**src/rtl/ctc_pkg.sv**
```systemverilog
package ctc_pkg;

	localparam int MAX_KEYWORD_LEN = 6;
	localparam int CNT_W = $clog2(MAX_KEYWORD_LEN + 2);
	localparam int FIXED_TEXT_LEN = 6;
	localparam int FIXED_LEN_W = $clog2(FIXED_TEXT_LEN + 1);
	localparam int FIXED_COUNT = 44;
	localparam int QDEPTH = 2;
	localparam int QPTR_W = (QDEPTH > 1) ? $clog2(QDEPTH) : 1;
	localparam int QCNT_W = $clog2(QDEPTH + 1);

	localparam logic [5:0] CLASS_NUMBER = 6'd0;
	localparam logic [5:0] CLASS_IDENT = 6'd44;
	localparam logic [5:0] CLASS_INVALID = 6'd45;

	typedef logic [MAX_KEYWORD_LEN-1:0][7:0] prefix_t;

	typedef struct packed {
		prefix_t prefix;
		logic [CNT_W-1:0] count;
		logic all_digits;
		logic ident_ok;
		logic [15:0] row;
		logic [15:0] col;
	} lexeme_t;

	typedef struct packed {
		logic [8*FIXED_TEXT_LEN-1:0] text;
		logic [FIXED_LEN_W-1:0] len;
		logic [5:0] cls;
	} fixed_entry_t;

	localparam fixed_entry_t FIXED_TABLE [FIXED_COUNT] = '{
		'{48'("{"), 3'd1, 6'd1}, '{48'("}"), 3'd1, 6'd2},
		'{48'("("), 3'd1, 6'd3}, '{48'(")"), 3'd1, 6'd4},
		'{48'("int"), 3'd3, 6'd5}, '{48'("char"), 3'd4, 6'd5},
		'{48'("void"), 3'd4, 6'd6}, '{48'("return"), 3'd6, 6'd7},
		'{48'(";"), 3'd1, 6'd8}, '{48'("+"), 3'd1, 6'd9},
		'{48'("-"), 3'd1, 6'd10}, '{48'("*"), 3'd1, 6'd11},
		'{48'("/"), 3'd1, 6'd12}, '{48'("="), 3'd1, 6'd13},
		'{48'("+="), 3'd2, 6'd14}, '{48'("-="), 3'd2, 6'd15},
		'{48'("*="), 3'd2, 6'd16}, '{48'("/="), 3'd2, 6'd17},
		'{48'("=="), 3'd2, 6'd18}, '{48'("^"), 3'd1, 6'd19},
		'{48'("<"), 3'd1, 6'd20}, '{48'("<="), 3'd2, 6'd21},
		'{48'(">"), 3'd1, 6'd22}, '{48'(">="), 3'd2, 6'd23},
		'{48'("++"), 3'd2, 6'd24}, '{48'("--"), 3'd2, 6'd25},
		'{48'("&&"), 3'd2, 6'd26}, '{48'("||"), 3'd2, 6'd27},
		'{48'("!="), 3'd2, 6'd28}, '{48'("%"), 3'd1, 6'd29},
		'{48'("!"), 3'd1, 6'd30}, '{48'("~"), 3'd1, 6'd31},
		'{48'("&"), 3'd1, 6'd32}, '{48'("|"), 3'd1, 6'd33},
		'{48'("^="), 3'd2, 6'd34}, '{48'("%="), 3'd2, 6'd35},
		'{48'("|="), 3'd2, 6'd36}, '{48'("&="), 3'd2, 6'd37},
		'{48'("?"), 3'd1, 6'd38}, '{48'(":"), 3'd1, 6'd39},
		'{48'("\""), 3'd1, 6'd40}, '{48'("'"), 3'd1, 6'd41},
		'{48'("if"), 3'd2, 6'd42}, '{48'("else"), 3'd4, 6'd43}
	};

	function automatic logic [5:0] fixed_match(prefix_t prefix, logic [CNT_W-1:0] count);
		logic [8*FIXED_TEXT_LEN-1:0] text;
		logic [5:0] cls;
		logic hit;
		text = '0;
		cls = '0;
		hit = 1'b0;
		for (int j = 0; j < FIXED_TEXT_LEN; j++) begin
			if (CNT_W'(j) < count) begin
				text = {text[8*FIXED_TEXT_LEN-9:0], prefix[j]};
			end
		end
		for (int i = 0; i < FIXED_COUNT; i++) begin
			if (CNT_W'(FIXED_TABLE[i].len) == count && FIXED_TABLE[i].text == text) begin
				hit = 1'b1;
				cls = cls | FIXED_TABLE[i].cls;
			end
		end
		return hit ? cls : CLASS_INVALID;
	endfunction

endpackage

```
**src/rtl/ctc_front.sv**
```systemverilog
module ctc_front
	import ctc_pkg::*;
(
	input  logic clk,
	input  logic arst_n,
	input  logic in_valid,
	output logic in_ready,
	input  logic [7:0] char_code,
	input  logic is_last,
	input  logic [15:0] row,
	input  logic [15:0] col,
	output logic push,
	output lexeme_t push_data,
	input  logic q_ready
);

	prefix_t prefix_q;
	prefix_t prefix_next;
	logic [CNT_W-1:0] count_q;
	logic [CNT_W-1:0] count_next;
	logic all_digits_q;
	logic ident_ok_q;
	logic all_digits_next;
	logic ident_ok_next;
	logic is_digit;
	logic word_char;
	logic accept;

	assign in_ready = !is_last || q_ready;
	assign accept = in_valid && in_ready;
	assign push = accept && is_last;

	always_comb begin
		is_digit = (char_code >= 8'h30) && (char_code <= 8'h39);
		word_char = ((char_code >= 8'h41) && (char_code <= 8'h5a)) ||
			((char_code >= 8'h61) && (char_code <= 8'h7a)) || (char_code == 8'h5f);
		all_digits_next = all_digits_q && is_digit;
		if (count_q == '0) begin
			ident_ok_next = ident_ok_q && word_char;
		end else begin
			ident_ok_next = ident_ok_q && (word_char || is_digit);
		end
		for (int i = 0; i < MAX_KEYWORD_LEN; i++) begin
			prefix_next[i] = (count_q == CNT_W'(i)) ? char_code : prefix_q[i];
		end
		count_next = (count_q == CNT_W'(MAX_KEYWORD_LEN + 1)) ? count_q : count_q + 1'b1;
		push_data.prefix = prefix_next;
		push_data.count = count_next;
		push_data.all_digits = all_digits_next;
		push_data.ident_ok = ident_ok_next;
		push_data.row = row;
		push_data.col = col;
	end

	always_ff @(posedge clk or negedge arst_n) begin
		if (!arst_n) begin
			count_q <= '0;
			all_digits_q <= 1'b1;
			ident_ok_q <= 1'b1;
		end else if (accept) begin
			if (is_last) begin
				count_q <= '0;
				all_digits_q <= 1'b1;
				ident_ok_q <= 1'b1;
			end else begin
				count_q <= count_next;
				all_digits_q <= all_digits_next;
				ident_ok_q <= ident_ok_next;
			end
		end
	end

	always_ff @(posedge clk) begin
		if (accept) begin
			prefix_q <= prefix_next;
		end
	end

endmodule

```
**src/rtl/ctc_queue.sv**
```systemverilog
module ctc_queue
	import ctc_pkg::*;
(
	input  logic clk,
	input  logic arst_n,
	input  logic push,
	input  lexeme_t push_data,
	output logic q_ready,
	output logic head_valid,
	output lexeme_t head_data,
	input  logic pop
);

	lexeme_t mem_q [QDEPTH];
	logic [QPTR_W-1:0] wr_ptr_q;
	logic [QPTR_W-1:0] rd_ptr_q;
	logic [QCNT_W-1:0] fill_q;
	logic do_push;
	logic do_pop;

	assign q_ready = (fill_q != QCNT_W'(QDEPTH));
	assign head_valid = (fill_q != '0);
	assign head_data = mem_q[rd_ptr_q];
	assign do_push = push && q_ready;
	assign do_pop = pop && head_valid;

	always_ff @(posedge clk or negedge arst_n) begin
		if (!arst_n) begin
			wr_ptr_q <= '0;
			rd_ptr_q <= '0;
			fill_q <= '0;
		end else begin
			if (do_push) begin
				wr_ptr_q <= (wr_ptr_q == QPTR_W'(QDEPTH - 1)) ? '0 : wr_ptr_q + 1'b1;
			end
			if (do_pop) begin
				rd_ptr_q <= (rd_ptr_q == QPTR_W'(QDEPTH - 1)) ? '0 : rd_ptr_q + 1'b1;
			end
			if (do_push && !do_pop) begin
				fill_q <= fill_q + 1'b1;
			end else if (do_pop && !do_push) begin
				fill_q <= fill_q - 1'b1;
			end
		end
	end

	always_ff @(posedge clk) begin
		if (do_push) begin
			mem_q[wr_ptr_q] <= push_data;
		end
	end

endmodule

```
**src/rtl/ctc_back.sv**
```systemverilog
module ctc_back
	import ctc_pkg::*;
(
	input  logic clk,
	input  logic arst_n,
	input  logic head_valid,
	input  lexeme_t head_data,
	output logic pop,
	output logic out_valid,
	input  logic out_ready,
	output logic [5:0] token_class,
	output logic [15:0] out_row,
	output logic [15:0] out_col
);

	logic out_valid_q;
	logic [5:0] class_q;
	logic [15:0] row_q;
	logic [15:0] col_q;
	logic [5:0] fixed_cls;
	logic [5:0] class_next;

	assign pop = head_valid && (!out_valid_q || out_ready);
	assign out_valid = out_valid_q;
	assign token_class = class_q;
	assign out_row = row_q;
	assign out_col = col_q;

	always_comb begin
		fixed_cls = fixed_match(head_data.prefix, head_data.count);
		priority if (head_data.all_digits) begin
			class_next = CLASS_NUMBER;
		end else if (head_data.count <= CNT_W'(MAX_KEYWORD_LEN) && fixed_cls != CLASS_INVALID) begin
			class_next = fixed_cls;
		end else if (head_data.ident_ok) begin
			class_next = CLASS_IDENT;
		end else begin
			class_next = CLASS_INVALID;
		end
	end

	always_ff @(posedge clk or negedge arst_n) begin
		if (!arst_n) begin
			out_valid_q <= 1'b0;
		end else if (pop) begin
			out_valid_q <= 1'b1;
		end else if (out_ready) begin
			out_valid_q <= 1'b0;
		end
	end

	always_ff @(posedge clk) begin
		if (pop) begin
			class_q <= class_next;
			row_q <= head_data.row;
			col_q <= head_data.col;
		end
	end

endmodule

```
**src/rtl/c_token_classifier_unit.sv**
```systemverilog
// Token classifier: takes one lexeme byte per beat (is_last marks the final byte) and returns one
// beat per lexeme with its class code (0 number, 1..43 fixed strings, 44 identifier, 45 invalid)
// and the row and column given with the last byte. A byte is taken every cycle unless a last byte
// meets a full queue; a lexeme is held first in the two-entry lexeme queue between the byte front
// end and the string matcher, and its class is then registered in the output register behind the
// matcher. A stalled output holds only last bytes once the queue fills; other bytes keep flowing.
module c_token_classifier_unit
	import ctc_pkg::*;
(
	input  logic clk,
	input  logic arst_n,
	input  logic in_valid,
	output logic in_ready,
	input  logic [7:0] char_code,
	input  logic is_last,
	input  logic [15:0] row,
	input  logic [15:0] col,
	output logic out_valid,
	input  logic out_ready,
	output logic [5:0] token_class,
	output logic [15:0] out_row,
	output logic [15:0] out_col
);

	logic push;
	lexeme_t push_data;
	logic q_ready;
	logic head_valid;
	lexeme_t head_data;
	logic pop;

	ctc_front u_front (
		.clk(clk),
		.arst_n(arst_n),
		.in_valid(in_valid),
		.in_ready(in_ready),
		.char_code(char_code),
		.is_last(is_last),
		.row(row),
		.col(col),
		.push(push),
		.push_data(push_data),
		.q_ready(q_ready)
	);

	ctc_queue u_queue (
		.clk(clk),
		.arst_n(arst_n),
		.push(push),
		.push_data(push_data),
		.q_ready(q_ready),
		.head_valid(head_valid),
		.head_data(head_data),
		.pop(pop)
	);

	ctc_back u_back (
		.clk(clk),
		.arst_n(arst_n),
		.head_valid(head_valid),
		.head_data(head_data),
		.pop(pop),
		.out_valid(out_valid),
		.out_ready(out_ready),
		.token_class(token_class),
		.out_row(out_row),
		.out_col(out_col)
	);

endmodule
```
**config.mk**
```make
export PLATFORM = sky130hd
export DESIGN_NAME = c_token_classifier_unit
export DESIGN_NICKNAME = d
export VERILOG_FILES = /design/src/rtl/ctc_pkg.sv /design/src/rtl/ctc_front.sv /design/src/rtl/ctc_queue.sv /design/src/rtl/ctc_back.sv /design/src/rtl/c_token_classifier_unit.sv
export SDC_FILE = /design/constraint.sdc
export NUM_CORES = 1
export LEC_CHECK = 0
export BUFFER_PORTS_ARGS = -buffer_cell sky130_fd_sc_hd__buf_2
export CAP_MARGIN = 40
export CELL_PAD_IN_SITES_DETAIL_PLACEMENT = 1
export CELL_PAD_IN_SITES_GLOBAL_PLACEMENT = 1
export CORE_MARGIN = 2
export CORE_UTILIZATION = 54
export DETAILED_ROUTE_END_ITERATION = 10
export PLACE_DENSITY = 0.89
export SLEW_MARGIN = 25
export SYNTH_ARGS = -nofsm -noshare
export SYNTH_HDL_FRONTEND = slang
export SYNTH_SLANG_ARGS = --single-unit
export TNS_END_PERCENT = 10
```
**constraint.sdc**
```tcl
create_clock -name clk -period 19.3 [get_ports clk]
set_input_delay 2.895 -clock clk [delete_from_list [all_inputs] [get_ports clk]]
set_output_delay 2.895 -clock clk [all_outputs]
set_load 0.01 [all_outputs]
```
==> impl_results.md <==
- Worst-Margin Slew: 0.8807 ns
- Cell Chain, Critical Path: buf_2 > nand3b_1 > buf_2
- Syn Area/Cell: 13.02 µm²
- Slowest stage delay, CP: 0.17 ns
- Status: complete, no violations
- Met2 Usage GRT: a little under 60%
- Fin crit period: 6.212 ns
- Post-synth ARST share: 3.759%
- Sink Count: around 270
- Achievable frequency: around 160 MHz
- Setup tns final: 0 ns
- Period utilization: 32.18%
- Die area: 25,360 µm²
- Max Slew Vio Count: 0
- Startpoint types: primary input
- Clock root buffer: clkbuf_16
- Crit-path most repeated cell: buf_2
- Slew HR: between 40 and 50%
- Gr usage total: 33.92%
- Clk buf depth: 3
- Seq. cell area: about 7900 µm²
- Gp weighted congestion: 0.9731
- Worst EP required: 16.41 ns
- Worst-Skew Late Latency: 0.56 ns
- # IOs: 85
- Critical path peak fanout: 4
- Overall power: 2.394 mW
- Row count: 56
- Setup violators final: 0
- Crit path kind: primary input to primary output
- GRT overflow: 0
- VDD IR max: approximately 130 µV
- Core ar.: approximately 24,000 µm²
- Layout fillers: 2,341
- Synth area leaders: edfxtp_1 59%, mux2_2 8.1%, mux2i_1 3.5%
- Final ANT Viol Nets: 0
- Number of remaining DRC errors: 0
- GR Util met1: 42.25%
- Mapped cell area: about 13,000 µm²
- Worst R2R Setup Slack: 13.82 ns
- CTS buffer count: 27
- Hpwl dp: 28,840 µm
- Crit path DAT: 3.32 ns
- Final hold violation count: 0
- Iter 0 DRT Violations: around 1.4k
- Htree depth: 1
- Power per standard cell area: 164.2 nW/µm²
- Leak Pwr: a little over 5 nW
- Sequential area share after synthesis: 61.00%
- Area leader, netlist: edfxtp_1
- Unrepaired setup endpoints after global routing: false
- Primary FF master, synth: edfxtp_1
- Share of the synthesized area in the top cell type: 59.06%
- Post-Route WL: 45,810 µm
- Post-DR wirelength/cell: 32.30 µm
- Port-buffer cells: 84
- Area of the multi-input gates: 4745 µm²
- Synth Instances: ~1k
- Antenna violations before repair: 0
- Synth-to-Final Area Change: 12.04%
- Layout cells sized above 1: about a quarter
- PostCTS Resize Cnt: 0
- Clock slew at reported path FFs: 0.06 ns
- Worst hold path type: flop to flop
- Max-Cap Viols: 0
- Vias in the first global route: around 10k
- Syn nets: 1,050
- Die H: 159.3 µm
- Via count: 10.18k
- Synth cell types: 85
- EDFF count, synth: between 200 and 300
- YS warnings: 0
- TritonCTS clock tree: yes
- CP endpoint kind: primary output
- Die width: 159.3 µm
- Post-CTS Setup Inserts: 0
- Met3 Track Usage GR: 5.340%
- Busiest grt layer: met2
- Hold-fix buffer count after cts: 0
- Antenna cells: 0
- Routed vias/inst: between 7 and 8
- Initial DRT Pass Iterations: 5
- Final Skew: 0.02355 ns
- Nets: 1,130
- First-pass GRT wire length: 65,260 µm
- Synthesis-stage register bit count: approximately 270
- Starting Density: 55.29%
- Largest net degree at the start of global routing: 86
- Max stage delay cell, worst path: buf_2
worst max-delay path, delay by kind of cell:
| kind | cells | cell delay, ns |
|---|---|---|
| and+or+nand+nor | 1 | 0.12 |
| buffers and inverters | 2 | 0.30 |
placed cells by master (no fill, tap or decap), types with 5 or more instances in the layout:
| cell | instances |
|---|---|
| a2111oi_0 | 5 |
| a211oi_1 | 10 |
| a21oi_1 | 32 |
| a22oi_1 | 7 |
| a31oi_1 | 5 |
| and2_1 | 9 |
| and3_1 | 7 |
| buf_2 | 84 |
| buf_4 | 9 |
| clkbuf_1 | 8 |
| clkbuf_16 | 27 |
| clkinv_2 | 5 |
| dfrtp_1 | 7 |
| edfxtp_1 | 256 |
| ha_1 | 5 |
| inv_1 | 13 |
| mux2_2 | 94 |
| mux2i_1 | 44 |
| nand2_1 | 79 |
| nand2b_1 | 8 |
| nand3_1 | 36 |
| nand3b_1 | 6 |
| nand4_1 | 20 |
| nand4b_1 | 6 |
| nor2_1 | 65 |
| nor3_1 | 22 |
| nor4_1 | 19 |
| nor4b_1 | 5 |
| o211ai_1 | 8 |
| o21ai_0 | 46 |
| o221ai_1 | 7 |
| o22ai_1 | 14 |
| o32ai_1 | 6 |
| or3_1 | 8 |
stage by stage:
step / worst slack [ns] / hold slack [ns] / std cells / utilization (%) / cell area, µm²
3_5_place_dp: 13.12 / 0.5068 / 1365 / 58.12 / 13680
5_1_grt: 13.07 / 0.5655 / 1418 / 61.95 / 14580
6_report: 13.09 / 0.5560 / 1418 / 61.95 / 14580
4_1_cts: 13.11 / 0.5512 / 1413 / 61.56 / 14490
3_3_place_gp: 13.16 / 0.4606 / 1361 / 57.93 / 13640
2_1_floorplan: 10.69 / 0.4391 / 1000 / - / 13020
registers in the layout (all words and copies together), names as in the netlist, 2 cells and up:
register            cells
u_back.out_col         16
u_back.out_row         16
u_back.token_class      6
u_front.count_q         3
u_front.prefix_q       48
u_queue.fill_q          2
u_queue.mem_q         170
cell families (layout without fill, tap and decap cells):
family | after synthesis | after routing | share of synthesized area, %
DFF | 266 | 266 | 61.00
and+or+nand+nor | 313 | 313 | 12.30
muxes | 144 | 144 | 12.20
AOI/OAI and AO/OA | 198 | 198 | 10.87
buffers and inverters | 67 | 166 | 2.672
adders and majority gates | 5 | 5 | 0.4806
xor gates and xnor gates | 7 | 7 | 0.4710
cell type report:
type                    instances  area share, %
flip-flops and latches        266          54.47
multi-input cells             667          32.53
clock buffers                  35          4.839
repair buffers                103          4.307
well taps                     319          2.737
clock inverters                13         0.7292
inverters                      15         0.3861
power by group:
part | switching [mW] | internal [mW] | leakage, nW | total, mW
clock network | 0.237 | 0.273 | 0.396 | 0.510
logic | 0.684 | 0.313 | 2.20 | 0.997
registers | 0.0783 | 0.809 | 2.51 | 0.887
total | 0.999 | 1.40 | 5.11 | 2.39
worst paths after layout:
kind                            cells past startpoint                     startpoint                             endpoint
worst max-delay path                                3                        is_last                             in_ready
worst min-delay path                                1  u_queue.mem_q[1][1]$_DFFE_PP_          u_back.out_col[1]$_DFFE_PP_
worst max register to register                     13   u_queue.rd_ptr_q$_DFFE_PN0P_  u_back.token_class[3]$_SDFFCE_PP0P_
worst min register to register                      1  u_queue.mem_q[1][1]$_DFFE_PP_          u_back.out_col[1]$_DFFE_PP_
max in group asynchronous                           1                         arst_n       u_front.ident_ok_q$_DFFE_PN1P_
min in group asynchronous                           1                         arst_n         u_queue.wr_ptr_q$_DFFE_PN0P_
layer usage:
layer  routed length (µm)  up-vias
met1                16750     5086
met5                    0        -
li1                     -     4110
met3                 4221      200
met4                 2450        0
met2                22390      779
Yosys cell counts, drive strengths merged, types with 11 or more instances:
cell type,number
nand4,21
nand2,80
nor4,19
buf,32
mux2,95
clkbuf,20
edfxtp,256
nand3,36
nor2,66
mux2i,49
a21oi,34
inv,15
o21ai,47
nor3,23
o22ai,14
a211oi,11
No activity file was read; power rests on OpenSTA's default activity.
